--- src/rtl/core/assert_macros.svh ---
`ifndef ASSERT_MACROS_SVH
`define ASSERT_MACROS_SVH

// Check a condition at every clock edge outside reset.
`define PPS_ASSERT(label, expr, msg) \
    label: assert property (@(posedge clk) disable iff (!rst_n) (expr)) else $error(msg);

// Check that a trigger is followed by a condition on the next clock edge.
`define PPS_ASSERT_NEXT(label, trig, expr, msg) \
    label: assert property (@(posedge clk) disable iff (!rst_n) (trig) |=> (expr)) \
        else $error(msg);

`endif

--- src/rtl/core/pps_pkg.sv ---
package pps_pkg;

    localparam int unsigned SLOTS_DEFAULT = 16;

    // Fixed widths of the item fields
    localparam int unsigned TIME_W = 16;
    localparam int unsigned PRIO_W = 8;
    localparam int unsigned ID_W   = 8;
    localparam int unsigned SLOT_W = 4;

    localparam logic [TIME_W-1:0] TIME_MAX = '1;

    // Item kinds
    localparam logic KIND_LOAD = 1'b0;
    localparam logic KIND_TICK = 1'b1;

    // Slot write broadcast to every cell
    typedef struct packed {
        logic              en;
        logic [SLOT_W-1:0] slot;
        logic [ID_W-1:0]   id;
        logic [TIME_W-1:0] arrival;
        logic [TIME_W-1:0] burst;
        logic [PRIO_W-1:0] prio;
    } pps_load_t;

    // Best candidate handed down the cell chain
    typedef struct packed {
        logic              found;
        logic [PRIO_W-1:0] prio;
        logic [TIME_W-1:0] arrival;
        logic [TIME_W-1:0] burst;
        logic [ID_W-1:0]   id;
        logic              last;
    } pps_cand_t;

endpackage

--- src/rtl/core/pps_if.sv ---
interface pps_cmd_if;
    import pps_pkg::*;

    logic              valid;
    logic              ready;
    logic              kind;
    logic [SLOT_W-1:0] slot;
    logic [ID_W-1:0]   process_id;
    logic [TIME_W-1:0] arrival_time;
    logic [TIME_W-1:0] burst_length;
    logic [PRIO_W-1:0] priority_level;

    modport source (
        output valid, kind, slot, process_id, arrival_time, burst_length, priority_level,
        input  ready
    );

    modport sink (
        input  valid, kind, slot, process_id, arrival_time, burst_length, priority_level,
        output ready
    );
endinterface

interface pps_rpt_if;
    import pps_pkg::*;

    logic              valid;
    logic              ready;
    logic [TIME_W-1:0] current_time;
    logic              busy_res;
    logic [ID_W-1:0]   running_id;
    logic              segment_start;
    logic              finished;
    logic [TIME_W-1:0] finish_time;
    logic [TIME_W-1:0] turnaround;
    logic [TIME_W-1:0] waiting;
    logic              all_done;

    modport source (
        output valid, current_time, busy_res, running_id, segment_start, finished,
               finish_time, turnaround, waiting, all_done,
        input  ready
    );

    modport sink (
        input  valid, current_time, busy_res, running_id, segment_start, finished,
               finish_time, turnaround, waiting, all_done,
        output ready
    );
endinterface

--- src/rtl/core/pps_cell.sv ---
module pps_cell #(
    parameter int unsigned SLOT_INDEX = 0,
    parameter int unsigned IDX_W      = 4,
    parameter int unsigned CNT_W      = 5
) (
    input  logic                      clk,
    input  logic                      rst_n,
    input  logic [pps_pkg::TIME_W-1:0] now,
    input  pps_pkg::pps_load_t        load,
    input  logic                      commit,
    input  pps_pkg::pps_cand_t        cand_in,
    input  logic [IDX_W-1:0]          idx_in,
    input  logic [CNT_W-1:0]          pend_in,
    output pps_pkg::pps_cand_t        cand_out,
    output logic [IDX_W-1:0]          idx_out,
    output logic [CNT_W-1:0]          pend_out
);
    import pps_pkg::*;

    // Cells past the reach of the slot field are never written
    localparam logic REACHABLE = (SLOT_INDEX < (2 ** SLOT_W));

    logic              valid_reg;
    logic              done_reg;
    logic [ID_W-1:0]   id_reg;
    logic [TIME_W-1:0] arrival_reg;
    logic [TIME_W-1:0] burst_reg;
    logic [TIME_W-1:0] remaining_reg;
    logic [PRIO_W-1:0] prio_reg;

    pps_cand_t         cand_reg;
    logic [IDX_W-1:0]  idx_reg;
    logic [CNT_W-1:0]  pend_reg;

    logic              hit;
    logic              pending;
    logic              eligible;
    logic              better;
    logic              last;

    assign hit      = load.en && REACHABLE && (load.slot == SLOT_W'(SLOT_INDEX));
    assign pending  = valid_reg && !done_reg;
    assign eligible = pending && (arrival_reg <= now);
    assign last     = (remaining_reg[TIME_W-1:1] == '0);
    // Strictly better only: a full tie keeps the lower slot from upstream
    assign better   = eligible && (!cand_in.found || (prio_reg < cand_in.prio) ||
                      ((prio_reg == cand_in.prio) && (arrival_reg < cand_in.arrival)));

    always_ff @(posedge clk or negedge rst_n)
    begin
        if (!rst_n)
        begin
            valid_reg <= 1'b0;
            done_reg  <= 1'b0;
            cand_reg  <= '0;
            idx_reg   <= '0;
            pend_reg  <= '0;
        end
        else
        begin
            if (hit)
            begin
                valid_reg <= 1'b1;
                done_reg  <= 1'b0;
            end
            else if (commit && last)
            begin
                done_reg <= 1'b1;
            end

            if (better)
            begin
                cand_reg <= '{found: 1'b1, prio: prio_reg, arrival: arrival_reg,
                              burst: burst_reg, id: id_reg, last: last};
                idx_reg  <= IDX_W'(SLOT_INDEX);
            end
            else
            begin
                cand_reg <= cand_in;
                idx_reg  <= idx_in;
            end
            pend_reg <= pend_in + CNT_W'(pending);
        end
    end

    always_ff @(posedge clk)
    begin
        if (hit)
        begin
            id_reg        <= load.id;
            arrival_reg   <= load.arrival;
            burst_reg     <= load.burst;
            remaining_reg <= load.burst;
            prio_reg      <= load.prio;
        end
        else if (commit && !last)
        begin
            remaining_reg <= remaining_reg - TIME_W'(1);
        end
    end

    assign cand_out = cand_reg;
    assign idx_out  = idx_reg;
    assign pend_out = pend_reg;

endmodule

--- src/rtl/core/preemptive_priority_scheduler.sv ---
// Channel | Role   | Handshake   | Item
// cmd     | sink   | valid/ready | load a slot (kind 0) or advance one time unit (kind 1)
// rpt     | source | valid/ready | one report per time unit: running process, segment, stats
//
// Load: written into its cell at the accepting edge, no report.
// Tick: the search token walks the cell chain, one cell a cycle, then ST_CALC and ST_POST.
// Reset clears the time counter, every slot's valid and finished flags, and the last choice.
// cmd is ready only between items; a tick whose report cannot enter the output
// register holds in its final step until rpt is taken, with no state committed.
module preemptive_priority_scheduler #(
    parameter int unsigned SLOTS = pps_pkg::SLOTS_DEFAULT
) (
    input logic       clk,
    input logic       rst_n,
    pps_cmd_if.sink   cmd,
    pps_rpt_if.source rpt
);
    import pps_pkg::*;

    localparam int unsigned IDX_W    = $clog2(SLOTS);
    localparam int unsigned CNT_W    = $clog2(SLOTS + 1);
    localparam int unsigned CHOICE_W = $clog2(SLOTS + 2);
    localparam logic [CHOICE_W-1:0] MARK_IDLE = CHOICE_W'(SLOTS);
    localparam logic [CHOICE_W-1:0] MARK_NONE = CHOICE_W'(SLOTS + 1);

    typedef enum logic [1:0] {
        ST_IDLE,
        ST_SWEEP,
        ST_CALC,
        ST_POST
    } state_t;

    state_t              state_reg;
    logic [IDX_W-1:0]    sweep_cnt_reg;
    logic [TIME_W-1:0]   clock_count_reg;
    logic [TIME_W-1:0]   fin_reg;
    logic [TIME_W-1:0]   tat_reg;
    pps_cand_t           best_reg;
    logic [IDX_W-1:0]    best_idx_reg;
    logic [CNT_W-1:0]    pend_reg;
    logic [CHOICE_W-1:0] last_choice_reg;

    logic                rpt_valid_reg;
    logic [TIME_W-1:0]   current_time_reg;
    logic                busy_reg;
    logic [ID_W-1:0]     running_id_reg;
    logic                segment_reg;
    logic                finished_reg;
    logic [TIME_W-1:0]   finish_time_reg;
    logic [TIME_W-1:0]   turnaround_reg;
    logic [TIME_W-1:0]   waiting_reg;
    logic                all_done_reg;

    logic                cmd_take;
    logic                out_free;
    logic                post;
    logic                commit;
    logic                fin_now;
    logic [CHOICE_W-1:0] choice;
    logic [TIME_W-1:0]   wait_time;
    logic [SLOTS-1:0]    commit_hit;
    pps_load_t           load;

    pps_cand_t           cand_chain [SLOTS+1];
    logic [IDX_W-1:0]    idx_chain  [SLOTS+1];
    logic [CNT_W-1:0]    pend_chain [SLOTS+1];

    assign cmd.ready = (state_reg == ST_IDLE);
    assign cmd_take  = cmd.valid && cmd.ready;
    assign out_free  = !rpt_valid_reg || rpt.ready;
    assign post      = (state_reg == ST_POST) && out_free;
    assign commit    = post && best_reg.found;
    assign fin_now   = best_reg.found && best_reg.last;
    assign choice    = best_reg.found ? CHOICE_W'(best_idx_reg) : MARK_IDLE;
    // Waiting time clamps at zero when the burst outlasts the turnaround
    assign wait_time = (tat_reg >= best_reg.burst) ? (tat_reg - best_reg.burst) : '0;

    // Broadcast a slot write; only the addressed cell takes it
    assign load = '{en: cmd_take && (cmd.kind == KIND_LOAD), slot: cmd.slot,
                    id: cmd.process_id, arrival: cmd.arrival_time,
                    burst: cmd.burst_length, prio: cmd.priority_level};

    always_comb
    begin
        for (int i = 0; i < SLOTS; i++)
        begin
            commit_hit[i] = commit && (best_idx_reg == IDX_W'(i));
        end
    end

    // Chain head: empty candidate, nothing pending counted yet
    assign cand_chain[0] = '0;
    assign idx_chain[0]  = '0;
    assign pend_chain[0] = '0;

    for (genvar g = 0; g < SLOTS; g++)
    begin : g_cell
        pps_cell #(
            .SLOT_INDEX (g),
            .IDX_W      (IDX_W),
            .CNT_W      (CNT_W)
        ) u_cell (
            .clk      (clk),
            .rst_n    (rst_n),
            .now      (clock_count_reg),
            .load     (load),
            .commit   (commit_hit[g]),
            .cand_in  (cand_chain[g]),
            .idx_in   (idx_chain[g]),
            .pend_in  (pend_chain[g]),
            .cand_out (cand_chain[g+1]),
            .idx_out  (idx_chain[g+1]),
            .pend_out (pend_chain[g+1])
        );
    end

    always_ff @(posedge clk or negedge rst_n)
    begin
        if (!rst_n)
        begin
            state_reg        <= ST_IDLE;
            sweep_cnt_reg    <= '0;
            clock_count_reg  <= '0;
            fin_reg          <= '0;
            tat_reg          <= '0;
            best_reg         <= '0;
            best_idx_reg     <= '0;
            pend_reg         <= '0;
            last_choice_reg  <= MARK_NONE;
            rpt_valid_reg    <= 1'b0;
            current_time_reg <= '0;
            busy_reg         <= 1'b0;
            running_id_reg   <= '0;
            segment_reg      <= 1'b0;
            finished_reg     <= 1'b0;
            finish_time_reg  <= '0;
            turnaround_reg   <= '0;
            waiting_reg      <= '0;
            all_done_reg     <= 1'b0;
        end
        else
        begin
            // Raise the report when a tick posts; drop it once taken
            if (post)
            begin
                rpt_valid_reg <= 1'b1;
            end
            else if (rpt.ready)
            begin
                rpt_valid_reg <= 1'b0;
            end

            case (state_reg)
                ST_IDLE:
                begin
                    if (cmd_take && (cmd.kind == KIND_TICK))
                    begin
                        // Completion time if the pick finishes now, saturating
                        fin_reg       <= (clock_count_reg == TIME_MAX) ?
                                         clock_count_reg : clock_count_reg + TIME_W'(1);
                        sweep_cnt_reg <= IDX_W'(SLOTS - 1);
                        state_reg     <= ST_SWEEP;
                    end
                end
                ST_SWEEP:
                begin
                    // Let the token walk the whole chain with the table held still
                    if (sweep_cnt_reg == '0)
                    begin
                        state_reg <= ST_CALC;
                    end
                    else
                    begin
                        sweep_cnt_reg <= sweep_cnt_reg - IDX_W'(1);
                    end
                end
                ST_CALC:
                begin
                    best_reg     <= cand_chain[SLOTS];
                    best_idx_reg <= idx_chain[SLOTS];
                    pend_reg     <= pend_chain[SLOTS];
                    tat_reg      <= fin_reg - cand_chain[SLOTS].arrival;
                    state_reg    <= ST_POST;
                end
                ST_POST:
                begin
                    if (out_free)
                    begin
                        current_time_reg <= clock_count_reg;
                        busy_reg         <= best_reg.found;
                        running_id_reg   <= best_reg.found ? best_reg.id : '0;
                        segment_reg      <= (choice != last_choice_reg);
                        finished_reg     <= fin_now;
                        finish_time_reg  <= fin_now ? fin_reg : '0;
                        turnaround_reg   <= fin_now ? tat_reg : '0;
                        waiting_reg      <= fin_now ? wait_time : '0;
                        // Pending count was taken before this tick's completion
                        all_done_reg     <= (pend_reg == '0) ||
                                            ((pend_reg == CNT_W'(1)) && fin_now);
                        last_choice_reg  <= choice;
                        if (clock_count_reg != TIME_MAX)
                        begin
                            clock_count_reg <= clock_count_reg + TIME_W'(1);
                        end
                        state_reg <= ST_IDLE;
                    end
                end
                default:
                begin
                    state_reg <= ST_IDLE;
                end
            endcase
        end
    end

    assign rpt.valid         = rpt_valid_reg;
    assign rpt.current_time  = current_time_reg;
    assign rpt.busy_res      = busy_reg;
    assign rpt.running_id    = running_id_reg;
    assign rpt.segment_start = segment_reg;
    assign rpt.finished      = finished_reg;
    assign rpt.finish_time   = finish_time_reg;
    assign rpt.turnaround    = turnaround_reg;
    assign rpt.waiting       = waiting_reg;
    assign rpt.all_done      = all_done_reg;

`include "assert_macros.svh"

    // At most one cell is updated per time unit
    `PPS_ASSERT(a_commit_onehot, $onehot0(commit_hit), "more than one cell committed")
    // Finishing a tick always leaves a report behind and reopens the input
    `PPS_ASSERT_NEXT(a_post_report, post, rpt_valid_reg && (state_reg == ST_IDLE),
                     "tick ended without a report")
    // Time only moves when a tick is reported
    `PPS_ASSERT_NEXT(a_time_hold, !post, $stable(clock_count_reg), "time counter moved outside a tick")

endmodule

--- src/flat_wrapper.sv ---
// flat-port wrapper written by rule: the top's interface ports become plain ports
module preemptive_priority_scheduler_flat import pps_pkg::*;
#(
    parameter int unsigned SLOTS = pps_pkg::SLOTS_DEFAULT
)
  (clk, rst_n, cmd_valid, cmd_kind, cmd_slot, cmd_process_id, cmd_arrival_time, cmd_burst_length, cmd_priority_level, cmd_ready, rpt_valid, rpt_current_time, rpt_busy_res, rpt_running_id, rpt_segment_start, rpt_finished, rpt_finish_time, rpt_turnaround, rpt_waiting, rpt_all_done, rpt_ready);
  pps_cmd_if cmd_i ();
  pps_rpt_if rpt_i ();
  input logic clk;
  input logic rst_n;
  input wire logic [$bits(cmd_i.valid)-1:0] cmd_valid;
  input wire logic [$bits(cmd_i.kind)-1:0] cmd_kind;
  input wire logic [$bits(cmd_i.slot)-1:0] cmd_slot;
  input wire logic [$bits(cmd_i.process_id)-1:0] cmd_process_id;
  input wire logic [$bits(cmd_i.arrival_time)-1:0] cmd_arrival_time;
  input wire logic [$bits(cmd_i.burst_length)-1:0] cmd_burst_length;
  input wire logic [$bits(cmd_i.priority_level)-1:0] cmd_priority_level;
  output wire logic [$bits(cmd_i.ready)-1:0] cmd_ready;
  output wire logic [$bits(rpt_i.valid)-1:0] rpt_valid;
  output wire logic [$bits(rpt_i.current_time)-1:0] rpt_current_time;
  output wire logic [$bits(rpt_i.busy_res)-1:0] rpt_busy_res;
  output wire logic [$bits(rpt_i.running_id)-1:0] rpt_running_id;
  output wire logic [$bits(rpt_i.segment_start)-1:0] rpt_segment_start;
  output wire logic [$bits(rpt_i.finished)-1:0] rpt_finished;
  output wire logic [$bits(rpt_i.finish_time)-1:0] rpt_finish_time;
  output wire logic [$bits(rpt_i.turnaround)-1:0] rpt_turnaround;
  output wire logic [$bits(rpt_i.waiting)-1:0] rpt_waiting;
  output wire logic [$bits(rpt_i.all_done)-1:0] rpt_all_done;
  input wire logic [$bits(rpt_i.ready)-1:0] rpt_ready;
  assign cmd_i.valid = cmd_valid;
  assign cmd_i.kind = cmd_kind;
  assign cmd_i.slot = cmd_slot;
  assign cmd_i.process_id = cmd_process_id;
  assign cmd_i.arrival_time = cmd_arrival_time;
  assign cmd_i.burst_length = cmd_burst_length;
  assign cmd_i.priority_level = cmd_priority_level;
  assign cmd_ready = cmd_i.ready;
  assign rpt_valid = rpt_i.valid;
  assign rpt_current_time = rpt_i.current_time;
  assign rpt_busy_res = rpt_i.busy_res;
  assign rpt_running_id = rpt_i.running_id;
  assign rpt_segment_start = rpt_i.segment_start;
  assign rpt_finished = rpt_i.finished;
  assign rpt_finish_time = rpt_i.finish_time;
  assign rpt_turnaround = rpt_i.turnaround;
  assign rpt_waiting = rpt_i.waiting;
  assign rpt_all_done = rpt_i.all_done;
  assign rpt_i.ready = rpt_ready;
  preemptive_priority_scheduler #(.SLOTS(SLOTS)) u_core (.clk(clk), .rst_n(rst_n), .cmd(cmd_i), .rpt(rpt_i));
endmodule
--- config.mk ---
export PLATFORM = sky130hd
export DESIGN_NAME = preemptive_priority_scheduler_flat
export DESIGN_NICKNAME = d
export VERILOG_FILES = /design/src/rtl/core/pps_pkg.sv /design/src/rtl/core/pps_if.sv /design/src/rtl/core/pps_cell.sv /design/src/rtl/core/preemptive_priority_scheduler.sv /design/src/flat_wrapper.sv
export VERILOG_INCLUDE_DIRS = /design/src /design/src/rtl/core
export SDC_FILE = /design/constraint.sdc
export NUM_CORES = 2
export LEC_CHECK = 0
export CAP_MARGIN = 30
export CORE_ASPECT_RATIO = 0.6
export CORE_MARGIN = 10
export CORE_UTILIZATION = 50
export DETAILED_ROUTE_END_ITERATION = 7
export DONT_BUFFER_PORTS = 1
export PLACE_DENSITY = 0.68
export RECOVER_POWER = 25
export SYNTH_ARGS = -nofsm -noshare
export SYNTH_HDL_FRONTEND = slang
export SYNTH_SLANG_ARGS = --single-unit
--- constraint.sdc ---
create_clock -name clk -period 4.1 [get_ports clk]
set_input_delay 0.205 -clock clk [delete_from_list [all_inputs] [get_ports clk]]
set_output_delay 0.205 -clock clk [all_outputs]
set_load 0.03 [all_outputs]
==> flow_summary.toml <==
[yosys]
synth_ff_type = "dfrtp_1"
synth_largest_type_area_fraction_pct = 32.4
yosysTopAreaCell = "edfxtp_1"
synth.most_common_cell = "dfrtp_1"
synthArstFlopShare_pct = 52.1
synth_area_mm2 = 0.0950
ys.warnings.count = 0
synthTopCellsByCount = "1112 x dfrtp_1, 1024 x edfxtp_1, 701 x mux2_2"
synth.area.top_cells = "edfxtp_1 32%, dfrtp_1 29%, ha_1 9.0%, mux2_2 8.3%, nand2_1 2.3%"
ys_ff_latch = 2138
syn_nets = 7872
synth_cell_types = 82
syn_area_per_cell_um2 = 13.3
synth-edff-count = 1024
synthCells = 7130
seq_area_frac_synth_pct = 61.7

[power]
ir_drop_uv = 492
p_total_mw = 64.2
p_leak_nw = 42.9
power_density_mw_per_mm2 = 608

[layout]
final_cells = 10000
largest_reg_flops = 792
drive_gt1_share_pct = 15.8
area_growth_pct = 11.1
fin_nets = 8096

[clock_tree]
htree_levels = 4
cts_buffers = 193
cts_resized = 0
clk_path_buf_depth = 4
cts_setup_buffers = 0
path_clk_slew_ps = 70
insertion_delay_ps = 860
cts_tree = "built"
clock-sinks = 2138
ctsHoldBuffers = 87
ctsRootBufferMaster = "clkbuf_16"

[floorplan]
rows = 123
start_util_pct = 50.5
boundaryPins = 135
core_mm2 = 0.188
die_x_um = 583
die_area_mm2 = 0.208
die_h_um = 358

[placement]
place.port_buffers = 0
place_inst = 9545
place_hpwl_um = 150000
place_congestion = 0.914

[status]
violations = "max-capacitance violations, max-slew violations"
outcome = "finished, violations left"

[hold_path]
min-delay-start = "cmd_valid"
holdCritPathClass = "in2reg"
hold_depth = 3
min_to = "u_core.fin_reg[6]"

[global_route]
grt_pass1_vias = 56300
antenna_found_initial = 4
grt_pass1_wl_um = 338000
grt_start_max_net_pins = 251
grt_overflow = 0
grt_usage_pct = 20.5

[worst_setup_path]
critPathArrivalTime_ps = 4360
startpoint_type = "register"
rr_startpoint = "u_core.state_reg[1]"
criticalPathCategory = "reg2reg"
cp.required_ps = 4760
regToRegSetupSlack_ps = 400
r2r_end = "u_core.g_cell[12].u_cell.remaining_reg[6]"
cp-end-kind = "register"
worst-path-max-fanout = 51
startpoint = "u_core.state_reg[1]"
rr_worst_depth = 11

[drt]
dr.pass1.iters = 5
dr_total_vias = 55900
drc = 0
wl_per_cell_um = 21.7
ant_nets = 0
viasPerCell = 5.58
drt-initial-drc-count = 4593
wl_um = 218000

[timing]
rsz0062_at_grt = "no"
hold_violations = 0
fin_skew_ps = 48.4
min_period_over_period_pct = 90.2
tns_ps = 0
setup_viol = 0
finalMaxSlewViolations = 919
relSlewSlack_pct = -101
worst_slew_pin_slew_ps = 3020
fin_crit_ps = 3700
max_freq_ghz = 0.270

[flow_run]
drv_cap = 26
area by class of cell:
cell class | count | area, um^2
diodes | 7 | 17.5
clock buffers | 277 | 5520
clock inverters | 73 | 663
fillers | 14800 | 82600
inverters | 498 | 1870
multi-input cells | 4298 | 33400
flip-flops and latches | 2138 | 58600
well taps | 2500 | 3130
repair buffers | 225 | 2200
report_power, final:
part	internal, mW	switching, mW
registers	27.0	2.91
clock network	10.0	7.92
logic	7.62	8.74
logic make-up (layout without fill, tap and decap cells):
family                     Yosys count  in the layout  synth area share (%)
other                                0              7                     0
xor gates and xnor gates           289            289                  2.67
muxes                              752            752                  8.91
DFF                               2138           2138                  61.7
AOI/OAI and AO/OA                 1007           1007                  6.51
buffers and inverters              694           1073                  3.16
adders and majority gates          685            685                  9.04
and+or+nand+nor                   1565           1565                  7.98
worst max path at each step:
| stage | endpoint | slack, ps | depth (start not counted) |
|---|---|---|---|
| 3_3_place_gp | u_core.g_cell[2].u_cell.cand_out[5] | 580 | 10 |
| 5_1_grt | u_core.g_cell[10].u_cell.remaining_reg[7] | 210 | 11 |
| 3_5_place_dp | u_core.g_cell[2].u_cell.cand_out[1] | 540 | 10 |
| 2_1_floorplan | u_core.g_cell[4].u_cell.remaining_reg[0] | 330 | 7 |
| 6_report | u_core.g_cell[12].u_cell.remaining_reg[6] | 400 | 11 |
| 4_1_cts | u_core.g_cell[12].u_cell.remaining_reg[6] | 430 | 10 |
through the flow:
stage          worst slack (ps)  utilization, %  hold WS, ps  area [um^2]
4_1_cts                     429            56.3         -981       106000
2_1_floorplan               326               -        -90.6        95000
6_report                    402            56.1         23.7       105000
5_1_grt                     205            56.1         48.0       105000
3_5_place_dp                545            52.3        -82.6        98400
3_3_place_gp                576            52.3        -83.4        98400
per-layer routing:
metal | GRT usage [%] | wire length (um) | vias up
met5 | 0 | 0 | -
met4 | 4.92 | 4850 | 0
met3 | 4.05 | 14300 | 330
met2 | 29.0 | 88300 | 1481
met1 | 32.4 | 110000 | 28000
li1 | - | - | 26100
layout by cell type (no fill, tap or decap), types with 76 or more instances in the layout:
| cell | n |
|---|---|
| dfrtp_1 | 1112 |
| edfxtp_1 | 1024 |
| mux2_2 | 701 |
| ha_1 | 682 |
| nand2_1 | 583 |
| inv_1 | 484 |
| o21ai_0 | 362 |
| a21oi_1 | 282 |
| nor2_1 | 258 |
| xnor2_1 | 198 |
| clkbuf_16 | 196 |
| nand3_1 | 122 |
| nor3_1 | 101 |
| clkbuf_1 | 97 |
| xor2_1 | 91 |
| nand4_1 | 82 |
| buf_4 | 76 |
worst max-delay path, cell delays in order (launching register included):
cell,delay (ps)
dfrtp_1,400
inv_1,110
ha_1,400
nand2_1,180
nor4_1,260
dlygate4sd3_1,620
buf_4,140
nand3_1,230
inv_2,570
buf_12,310
nand2_1,90
o21ai_0,210
No activity file was read; power rests on OpenSTA's default activity.
